[config.mk]
export PLATFORM = sky130hd
export DESIGN_NAME = varint_length_frame_parser
export DESIGN_NICKNAME = d
export VERILOG_FILES = /design/src/sv/vlfp_pkg.sv /design/src/sv/vlfp_step.sv /design/src/sv/varint_length_frame_parser.sv
export SDC_FILE = /design/constraint.sdc
export NUM_CORES = 1
export LEC_CHECK = 0
export BUFFER_PORTS_ARGS = -buffer_cell sky130_fd_sc_hd__buf_4
export CAP_MARGIN = 15
export CORE_MARGIN = 2
export CORE_UTILIZATION = 40
export CTS_CLUSTER_SIZE = 20
export DETAILED_ROUTE_END_ITERATION = 12
export GPL_ROUTABILITY_DRIVEN = 0
export PLACE_DENSITY = 0.59
export SYNTH_ARGS = -nofsm -noshare
export SYNTH_HDL_FRONTEND = slang
export SYNTH_SLANG_ARGS = --single-unit
[constraint.sdc]
create_clock -name clk -period 10.32 [get_ports clk]
set_input_delay 3.096 -clock clk [delete_from_list [all_inputs] [get_ports clk]]
set_output_delay 3.096 -clock clk [all_outputs]
set_load 0.01 [all_outputs]
[src/sv/vlfp_pkg.sv]
package vlfp_pkg;

  localparam int unsigned BYTE_W   = 8;
  localparam int unsigned LEN_W    = 32;
  localparam int unsigned VCNT_W   = 3;
  localparam int unsigned STATUS_W = 3;
  localparam int unsigned CFG_IDX_W = 2;

  // longest varint in bytes
  localparam logic [VCNT_W-1:0] VARINT_MAX_BYTES = 3'd5;

  localparam logic [CFG_IDX_W-1:0] CFG_EXPECTED_TYPE      = 2'd0;
  localparam logic [CFG_IDX_W-1:0] CFG_HIGHEST_KNOWN_TYPE = 2'd1;

  localparam logic [BYTE_W-1:0] EXPECTED_TYPE_RST      = 8'd0;
  localparam logic [BYTE_W-1:0] HIGHEST_KNOWN_TYPE_RST = 8'd2;

  localparam logic [STATUS_W-1:0] ST_OK    = 3'd0;
  localparam logic [STATUS_W-1:0] ST_SHORT = 3'd1;
  localparam logic [STATUS_W-1:0] ST_TYPE  = 3'd2;
  localparam logic [STATUS_W-1:0] ST_LEN   = 3'd3;
  localparam logic [STATUS_W-1:0] ST_PAY   = 3'd4;

  typedef enum logic [4:0] {
    PH_TYPE  = 5'b00001,
    PH_LEN   = 5'b00010,
    PH_PAY   = 5'b00100,
    PH_TRAIL = 5'b01000,
    PH_ERR   = 5'b10000
  } phase_t;

  typedef struct packed {
    phase_t               phase;
    logic [VCNT_W-1:0]    vcnt;
    logic [LEN_W-1:0]     len_acc;
    logic [LEN_W-1:0]     pay_cnt;
    logic [BYTE_W-1:0]    held_type;
    logic [STATUS_W-1:0]  pend_err;
  } parse_state_t;

  typedef struct packed {
    logic                 payload_valid;
    logic [BYTE_W-1:0]    payload_data;
    logic [LEN_W-1:0]     declared_length;
    logic [BYTE_W-1:0]    type_code;
    logic                 type_known;
    logic                 message_done;
    logic [STATUS_W-1:0]  frame_status;
  } result_t;

  localparam parse_state_t PARSE_STATE_RST = '{
    phase:     PH_TYPE,
    vcnt:      '0,
    len_acc:   '0,
    pay_cnt:   '0,
    held_type: '0,
    pend_err:  ST_OK
  };

endpackage

[src/sv/vlfp_step.sv]
// One parse step: current state and byte in, next state and result out.
module vlfp_step (
  input  vlfp_pkg::parse_state_t       st,
  input  logic [vlfp_pkg::BYTE_W-1:0]  rx_byte,
  input  logic                         end_of_buffer,
  input  logic [vlfp_pkg::BYTE_W-1:0]  expected_type,
  input  logic [vlfp_pkg::BYTE_W-1:0]  highest_known_type,
  output vlfp_pkg::parse_state_t       st_nxt,
  output vlfp_pkg::result_t            res
);
  import vlfp_pkg::*;

  logic                 was_type;
  logic [LEN_W-1:0]     len_part;
  logic [LEN_W-1:0]     acc_upd;
  logic [VCNT_W-1:0]    vcnt_inc;
  logic [LEN_W-1:0]     pay_inc;
  logic [STATUS_W-1:0]  status;
  parse_state_t         upd;

  // 7-bit group placed at 7*count, bits past 31 dropped
  always_comb begin
    case (st.vcnt)
      3'd0:    len_part = {25'd0, rx_byte[6:0]};
      3'd1:    len_part = {18'd0, rx_byte[6:0], 7'd0};
      3'd2:    len_part = {11'd0, rx_byte[6:0], 14'd0};
      3'd3:    len_part = {4'd0, rx_byte[6:0], 21'd0};
      default: len_part = {rx_byte[3:0], 28'd0};
    endcase
  end

  assign acc_upd  = st.len_acc | len_part;
  assign vcnt_inc = st.vcnt + 3'd1;
  assign pay_inc  = st.pay_cnt + 32'd1;

  always_comb begin
    upd                 = st;
    was_type            = 1'b0;
    res.payload_valid   = 1'b0;
    res.payload_data    = '0;
    case (st.phase)
      PH_TYPE: begin
        was_type      = 1'b1;
        upd.held_type = rx_byte;
        if (rx_byte != expected_type) begin
          upd.pend_err = ST_TYPE;
          upd.phase    = PH_ERR;
        end else begin
          upd.phase   = PH_LEN;
          upd.vcnt    = '0;
          upd.len_acc = '0;
        end
      end
      PH_LEN: begin
        upd.len_acc = acc_upd;
        if (!rx_byte[7]) begin
          upd.pay_cnt = '0;
          upd.phase   = (acc_upd == '0) ? PH_TRAIL : PH_PAY;
        end else begin
          upd.vcnt = vcnt_inc;
          if (vcnt_inc >= VARINT_MAX_BYTES) begin
            upd.pend_err = ST_LEN;
            upd.phase    = PH_ERR;
          end
        end
      end
      PH_PAY: begin
        res.payload_valid = 1'b1;
        res.payload_data  = rx_byte;
        upd.pay_cnt       = pay_inc;
        if (pay_inc >= st.len_acc) begin
          upd.phase = PH_TRAIL;
        end
      end
      PH_TRAIL: begin
      end
      default: begin
        upd.phase = PH_ERR;
      end
    endcase

    status = ST_OK;
    if (end_of_buffer) begin
      if (was_type) begin
        status = ST_SHORT;
      end else begin
        case (upd.phase)
          PH_ERR:  status = upd.pend_err;
          PH_LEN:  status = ST_LEN;
          PH_PAY:  status = ST_PAY;
          default: status = ST_OK;
        endcase
      end
    end

    res.declared_length = upd.len_acc;
    res.type_code       = upd.held_type;
    res.type_known      = (upd.held_type <= highest_known_type);
    res.message_done    = end_of_buffer;
    res.frame_status    = status;
  end

  // last byte of the buffer restarts the parse
  assign st_nxt = end_of_buffer ? PARSE_STATE_RST : upd;

endmodule

[src/sv/varint_length_frame_parser.sv]
// Length-prefixed message parser. A message is a type byte, a little-endian
// base-128 length (up to 5 bytes, 7 bits each, bit 7 continues), then that
// many payload bytes; bytes past the payload are ignored.
// Input channel: one buffer byte per beat (in_rx_byte), in_end_of_buffer on
// the last byte. Output channel: exactly one result beat per input beat,
// payload bytes flagged by out_payload_valid; the beat for the last byte has
// out_message_done set and the frame status (ok, too short, wrong type, bad
// length, payload short).
// Config channel: cfg_index 0 = expected type, 1 = highest known type; other
// indexes are accepted and dropped. cfg_ready is always high.
// Result valid in the cycle after input accept. Throughput: 1 byte per cycle
// unless stalled; the parse step and output register are the only stage.
// When the receiver stalls, the result holds in the output register and
// in_ready drops until it is taken (in_ready = !out_valid || out_ready).
// Reset (rst_n low, synchronous): parser back to waiting for a type byte,
// registers to expected type 0 and highest known type 2, output empty.
module varint_length_frame_parser (
  input  logic                              clk,
  input  logic                              rst_n,
  // config write channel
  input  logic                              cfg_valid,
  output logic                              cfg_ready,
  input  logic [vlfp_pkg::CFG_IDX_W-1:0]    cfg_index,
  input  logic [vlfp_pkg::BYTE_W-1:0]       cfg_wdata,
  // byte input channel
  input  logic                              in_valid,
  output logic                              in_ready,
  input  logic [vlfp_pkg::BYTE_W-1:0]       in_rx_byte,
  input  logic                              in_end_of_buffer,
  // result channel
  output logic                              out_valid,
  input  logic                              out_ready,
  output logic                              out_payload_valid,
  output logic [vlfp_pkg::BYTE_W-1:0]       out_payload_data,
  output logic [vlfp_pkg::LEN_W-1:0]        out_declared_length,
  output logic [vlfp_pkg::BYTE_W-1:0]       out_type_code,
  output logic                              out_type_known,
  output logic                              out_message_done,
  output logic [vlfp_pkg::STATUS_W-1:0]     out_frame_status
);
  import vlfp_pkg::*;

  logic [BYTE_W-1:0] expected_type_r;
  logic [BYTE_W-1:0] highest_known_type_r;
  parse_state_t      state_r;
  parse_state_t      state_nxt;
  result_t           res_nxt;
  result_t           res_r;
  logic              out_valid_r;
  logic              in_beat;

  assign cfg_ready = 1'b1;

  // config registers
  always_ff @(posedge clk) begin
    if (!rst_n) begin
      expected_type_r      <= EXPECTED_TYPE_RST;
      highest_known_type_r <= HIGHEST_KNOWN_TYPE_RST;
    end else if (cfg_valid && cfg_ready) begin
      case (cfg_index)
        CFG_EXPECTED_TYPE:      expected_type_r      <= cfg_wdata;
        CFG_HIGHEST_KNOWN_TYPE: highest_known_type_r <= cfg_wdata;
        default: begin
        end
      endcase
    end
  end

  // output register frees up when its beat is taken
  assign in_ready = !out_valid_r || out_ready;
  assign in_beat  = in_valid && in_ready;

  vlfp_step u_step (
    .st                 (state_r),
    .rx_byte            (in_rx_byte),
    .end_of_buffer      (in_end_of_buffer),
    .expected_type      (expected_type_r),
    .highest_known_type (highest_known_type_r),
    .st_nxt             (state_nxt),
    .res                (res_nxt)
  );

  // parse state advances once per accepted byte
  always_ff @(posedge clk) begin
    if (!rst_n) begin
      state_r <= PARSE_STATE_RST;
    end else if (in_beat) begin
      state_r <= state_nxt;
    end
  end

  always_ff @(posedge clk) begin
    if (!rst_n) begin
      out_valid_r <= 1'b0;
    end else if (in_beat) begin
      out_valid_r <= 1'b1;
    end else if (out_ready) begin
      out_valid_r <= 1'b0;
    end
  end

  // result payload, no reset needed
  always_ff @(posedge clk) begin
    if (in_beat) begin
      res_r <= res_nxt;
    end
  end

  assign out_valid           = out_valid_r;
  assign out_payload_valid   = res_r.payload_valid;
  assign out_payload_data    = res_r.payload_data;
  assign out_declared_length = res_r.declared_length;
  assign out_type_code       = res_r.type_code;
  assign out_type_known      = res_r.type_known;
  assign out_message_done    = res_r.message_done;
  assign out_frame_status    = res_r.frame_status;

endmodule

==> results of run 1 <==
==> critical path, delay by kind of cell <==
kind                   cells  cell delay [ns]
buffers and inverters      2             0.27
AND/OR/NAND/NOR            1             0.18
==> routing by layer <==
layer	up-vias	wire length, um
met5	-	0
met4	0	353
met3	25	992
met2	150	9050
met1	3030	10100
li1	3121	-
==> cell usage after synthesis (4+ instances only) <==
cell	number	share of area (%)
nand4_1	12	0.94
o31ai_1	4	0.38
a22oi_1	49	4.6
a31oi_1	8	0.63
edfxtp_1	54	20
xor2_1	24	2.6
dfxtp_1	100	25
o21ai_0	26	1.6
and3_1	11	0.87
buf_2	9	0.57
xnor2_1	15	1.7
nor2_1	102	4.8
a22o_1	32	3.5
ha_1	47	7.4
nand3_1	19	1.2
nor4_1	10	0.79
nand2b_1	6	0.47
clkbuf_1	37	1.7
a21oi_1	40	2.5
a21o_1	9	0.85
nand2_1	44	2.1
mux2_2	8	1.1
a211oi_1	6	0.57
mux2i_1	17	2.1
and4_1	6	0.66
nand3b_1	4	0.38
and2_1	13	1.0
or3_1	4	0.31
inv_1	51	2.4
nor3_1	21	1.3
==> final timing paths <==
kind          startpoint                   to  depth (start not counted)
max reg2reg  state_r[11]  out_frame_status[2]                         12
min reg2reg   state_r[2]           state_r[2]                          2
max            out_ready             in_ready                          3
min           state_r[2]           state_r[2]                          2
==> cells by family after synthesis <==
family,Yosys count
other cells,1
flops,154
fa+ha+maj,47
xor+xnor,39
buf+inv,100
simple gates,268
compound gates,196
mux,25
==> through the flow <==
stage	power (W)	cells	utilization (%)
floorplan	0.000723	830	-
global placement	0.000770	1131	44.9
detailed placement	0.000770	1131	44.9
CTS	0.00137	1163	47.8
global route	0.00141	1163	47.8
finish	0.00136	1163	47.8
==> registers in the layout, summed over array words and instances, names as in the netlist <==
signal and cells:
out_message_done 1, out_frame_status 3, state_r 83, out_payload_data 8, out_declared_length 32, highest_known_type_r 8, out_type_code 8, out_valid 1
out_payload_valid 1, out_type_known 1, expected_type_r 8
==> where the power goes <==
| group | internal [W] | total, W | switching [W] |
|---|---|---|---|
| registers | 0.000644 | 0.000651 | 0.00000699 |
| logic | 0.0000398 | 0.000105 | 0.0000649 |
| clock network | 0.000342 | 0.000604 | 0.000262 |
| total | 0.00103 | 0.00136 | 0.000334 |
==> final cells by class <==
class	count	area [um2]
well taps	265	332
inverters	51	191
clock buffers	21	450
multi-input cells	576	3960
clock inverters	11	111
flip-flops and latches	154	3620
repair buffers	85	638
fillers	1857	10200
==> flow_summary.toml, run 1 <==
[finish]
final_cell_mix = "nor2_1, dfxtp_1, buf_4"
layout-drive-gt1-share_pct = 15.9
fin_area_mm2 = 0.00930
syn_to_final_growth_pct = 17.0
nets = 956
n_antenna_cell = 0
final_common_cell = "nor2_1"

[grt]
top_usage_layer = "met2"
grt_use_met2_pct = 30.1
grt_pass1_vias = 5912
grt.total_usage_pct = 19.7
gr-usage-met1_pct = 28.4
antenna_found_initial = 0
grt_pass1_wl_um = 32700
grt_overflow = 0
grt_max_degree = 52
grtUsageMet3_pct = 3.36

[synth]
synthFlopType = "dfxtp_1"
synth_compound_area_share_pct = 17.5
synth_edf_count = 54
synthMuxAreaShare_pct = 3.27
syn-mean-instance-area_um2 = 9.58
synth_xor_area_share_pct = 4.30
synth_top_family_by_area = "compound AO/OA/AOI/OAI gates"
netlist_area_mm2 = 0.00795
synthesis.instances = 830
synthAdderAreaFrac_pct = 7.39
synth_seq_cells = 154
synth.distinct_cells = 61
syn_nets = 901
synth-simple-area-share_pct = 17.1
async_flop_share_pct = 0
synth-seq-area-share_pct = 45.6
yosys_warnings = 0

[timing]
setup_viol = 0
timing.slew.headroom_pct = 30.5
grt_setup_unrepaired = "false"
fin_crit_sh_pct = 64.4
worst_slew_pin_slew_ns = 1.04
layout_min_cycle_time_ns = 6.64
fin_skew_ns = 0.0139
hold_violations = 0
fmax_mhz = 151
maxSlewViolCount = 0
hold-worst-slack_ns = 0.437
setup_ws_ns = 3.68
setup_tns_ns = 0

[worst_setup_path]
reg2reg_slack_ns = 6.29
path_class = "in -> out"
crit_path_top_delay_cell = "nand2b_1"
critPathMaxFanout = 4
max_stage_delay_ns = 0.18
path_common_cell = "buf_4"
crit_required_ns = 7.22
worst_setup_path_start_kind = "input pin"
crit_path_cell_trace = "buf_4 -> nand2b_1 -> buf_4"
cp.arrival_ns = 3.55
worst_setup_path_end_kind = "output pin"

[floorplan]
io_pins = 81
initial_utilization_pct = 40.9
die_height_um = 145
design.die.area_mm2 = 0.0210
fp.dieW_um = 145
num_rows = 51
core-area_mm2 = 0.0195

[route]
vias_per_cell = 5.44
ant_nets = 0
dr.pass1.iters = 5
wirelength_um = 20500
drc = 0
dr_total_vias = 6326
drtIter0Drc = 455
post_drt_wl_per_cell_um = 17.6

[clocking]
hold_buffers = 0
clockRootBuffer = "clkbuf_16"
cts_sinks = 154
cts_max_path_buffers = 2
clock_latency_ns = 0.43
htreeDepth = 4
post_cts_buffers = 0
cts_made_buffers = 17
cts.repair.resized = 0
cts_tree = "built"
clkSlewWorstSetupHoldPaths_ns = 0.07

[pwr]
p_per_area_mw_per_mm2 = 146
leakage_nw = 3.73
max-vdd-ir-drop_mv = 0.127

[job]
cap_viol_max_count = 0

[placement]
io_buffers = 79
dpl.hpwl_um = 13800
pre_cts_slack_ns = 3.67
placed_area_mm2 = 0.00874

[run_status]
status = "completed"

[worst_hold_path]
hold_class = "reg -> reg"
No activity file was read; power rests on OpenSTA's default activity.
==> run 2, diff against run 1 <==
- PLACE_DENSITY: 0.59 -> 0.61
- clock period: 10.32 -> 5.5 ns (I/O delays scaled with it)
==> flow_summary.toml, run 2 (synthesis results as in run 1) <==
[worst_setup_path]
cp.arrival_ns = 2.10
worst_setup_path_start_kind = "input pin"
path_buf_inv = 2
max_stage_delay_ns = 0.18
crit_start = "out_ready"
cp_num_cells = 3
critPathMaxFanout = 4
rr_worst_depth = 13
cp_top_family = "buffers and inverters"
crit_required_ns = 3.85
path_class = "in -> out"
worst_setup_path_end_kind = "output pin"
path_common_cell = "buf_4"
r2r_end = "out_frame_status[2]"
crit_path_cell_trace = "buf_4 -> nand2b_1 -> buf_4"
cp-endpoint = "in_ready"
reg2reg_from = "state_r[11]"
reg2reg_slack_ns = 1.77
crit_path_top_delay_cell = "nand2b_1"

[route]
dr_total_vias = 6377
wirelength_um = 20900
drc = 0
vias_per_cell = 5.47
dr.pass1.iters = 5
ant_nets = 0
drtIter0Drc = 616
post_drt_wl_per_cell_um = 17.9

[timing]
fmax_mhz = 267
layout_min_cycle_time_ns = 3.75
fin_skew_ns = 0.00833
maxSlewViolCount = 0
setup_tns_ns = 0
fin_crit_sh_pct = 68.2
hold_violations = 0
timing.slew.headroom_pct = 24.8
setup_viol = 0
worst_slew_pin_slew_ns = 1.13
grt_setup_unrepaired = "false"

[finish]
layout-drive-gt1-share_pct = 16.1
seq_area_mm2 = 0.00362
stdcell_count = 1165
nets = 958
fill_cells = 1840
n_antenna_cell = 0
final_common_cell = "nor2_1"
syn_to_final_growth_pct = 17.0
utilization_pct = 47.8
final_cell_mix = "nor2_1, dfxtp_1, buf_4"
largest_reg_flops = 83
top_register = "state_r"
fin_area_mm2 = 0.00931
multiInputGateArea_mm2 = 0.00396

[floorplan]
die_height_um = 145
initial_utilization_pct = 40.9
io_pins = 81
core-area_mm2 = 0.0195
num_rows = 51
design.die.area_mm2 = 0.0210
fp.dieW_um = 145

[grt]
antenna_found_initial = 0
grt_max_degree = 56
grt_overflow = 0
grt_pass1_wl_um = 33500
grt.total_usage_pct = 20.2
grt_pass1_vias = 6037

[clocking]
cts.repair.resized = 0
clock_latency_ns = 0.43
clockRootBuffer = "clkbuf_16"
cts_tree = "built"
post_cts_buffers = 0
cts_sinks = 154
hold_buffers = 0
cts_made_buffers = 17
cts_max_path_buffers = 2
clkSlewWorstSetupHoldPaths_ns = 0.06
htreeDepth = 4

[placement]
dpl.hpwl_um = 14200
placed_area_mm2 = 0.00875
place_inst = 1133
io_buffers = 79

[pwr]
leakage_nw = 3.74
max-vdd-ir-drop_mv = 0.214
p_per_area_mw_per_mm2 = 273

[worst_hold_path]
hold_class = "reg -> reg"

[job]
cap_viol_max_count = 0

[run_status]
status = "completed"
-- run 2: worst min path at each step --
stage	from	end	cells past startpoint
after floorplan	state_r[2]	state_r[2]	2
after global placement	state_r[2]	state_r[2]	2
after detailed placement	state_r[2]	state_r[2]	2
after CTS	state_r[2]	state_r[2]	2
after global routing	state_r[2]	state_r[2]	2
final	state_r[2]	state_r[2]	2
-- run 2: tightest hold or removal path, cell delays in order, from the launching register on --
cell	delay (ns)
dfxtp_1	0.31
nand2_1	0.05
nor2_1	0.04
-- run 2: final cells by class --
class / count / area share (%)
clock buffer: 20 / 4.69
sequential: 154 / 38.9
inverter: 51 / 2.06
tap: 265 / 3.56
multi-input combinational: 576 / 42.5
timing repair buffer: 87 / 7.02
clock inverter: 12 / 1.24
-- run 2: per-layer routing --
layer  routed length (um)  vias up  track usage, %  share of wire (%)
met5                    0        -               0                  0
met4                  396        0            6.88                1.9
met3                 1250       27            4.34                6.0
met2                 9110      219            29.9                 44
met1                10100     3006            29.3                 48
li1                     -     3125               -                  -
-- run 2: power by group --
group          internal (W)  total (W)  switching [W]  leakage (nW)
combinational     0.0000753   0.000201       0.000126          2.12
clock              0.000627    0.00112       0.000492         0.263
sequential          0.00121    0.00122      0.0000132          1.35
-- run 2: metrics by stage --
stage,hold slack [ns],total power (W),worst slack (ns)
after floorplan,0.416,0.00136,1.39
after CTS,0.439,0.00256,1.75
final,0.437,0.00254,1.75
after global routing,0.453,0.00262,1.39
after global placement,0.426,0.00145,1.58
after detailed placement,0.430,0.00145,1.55
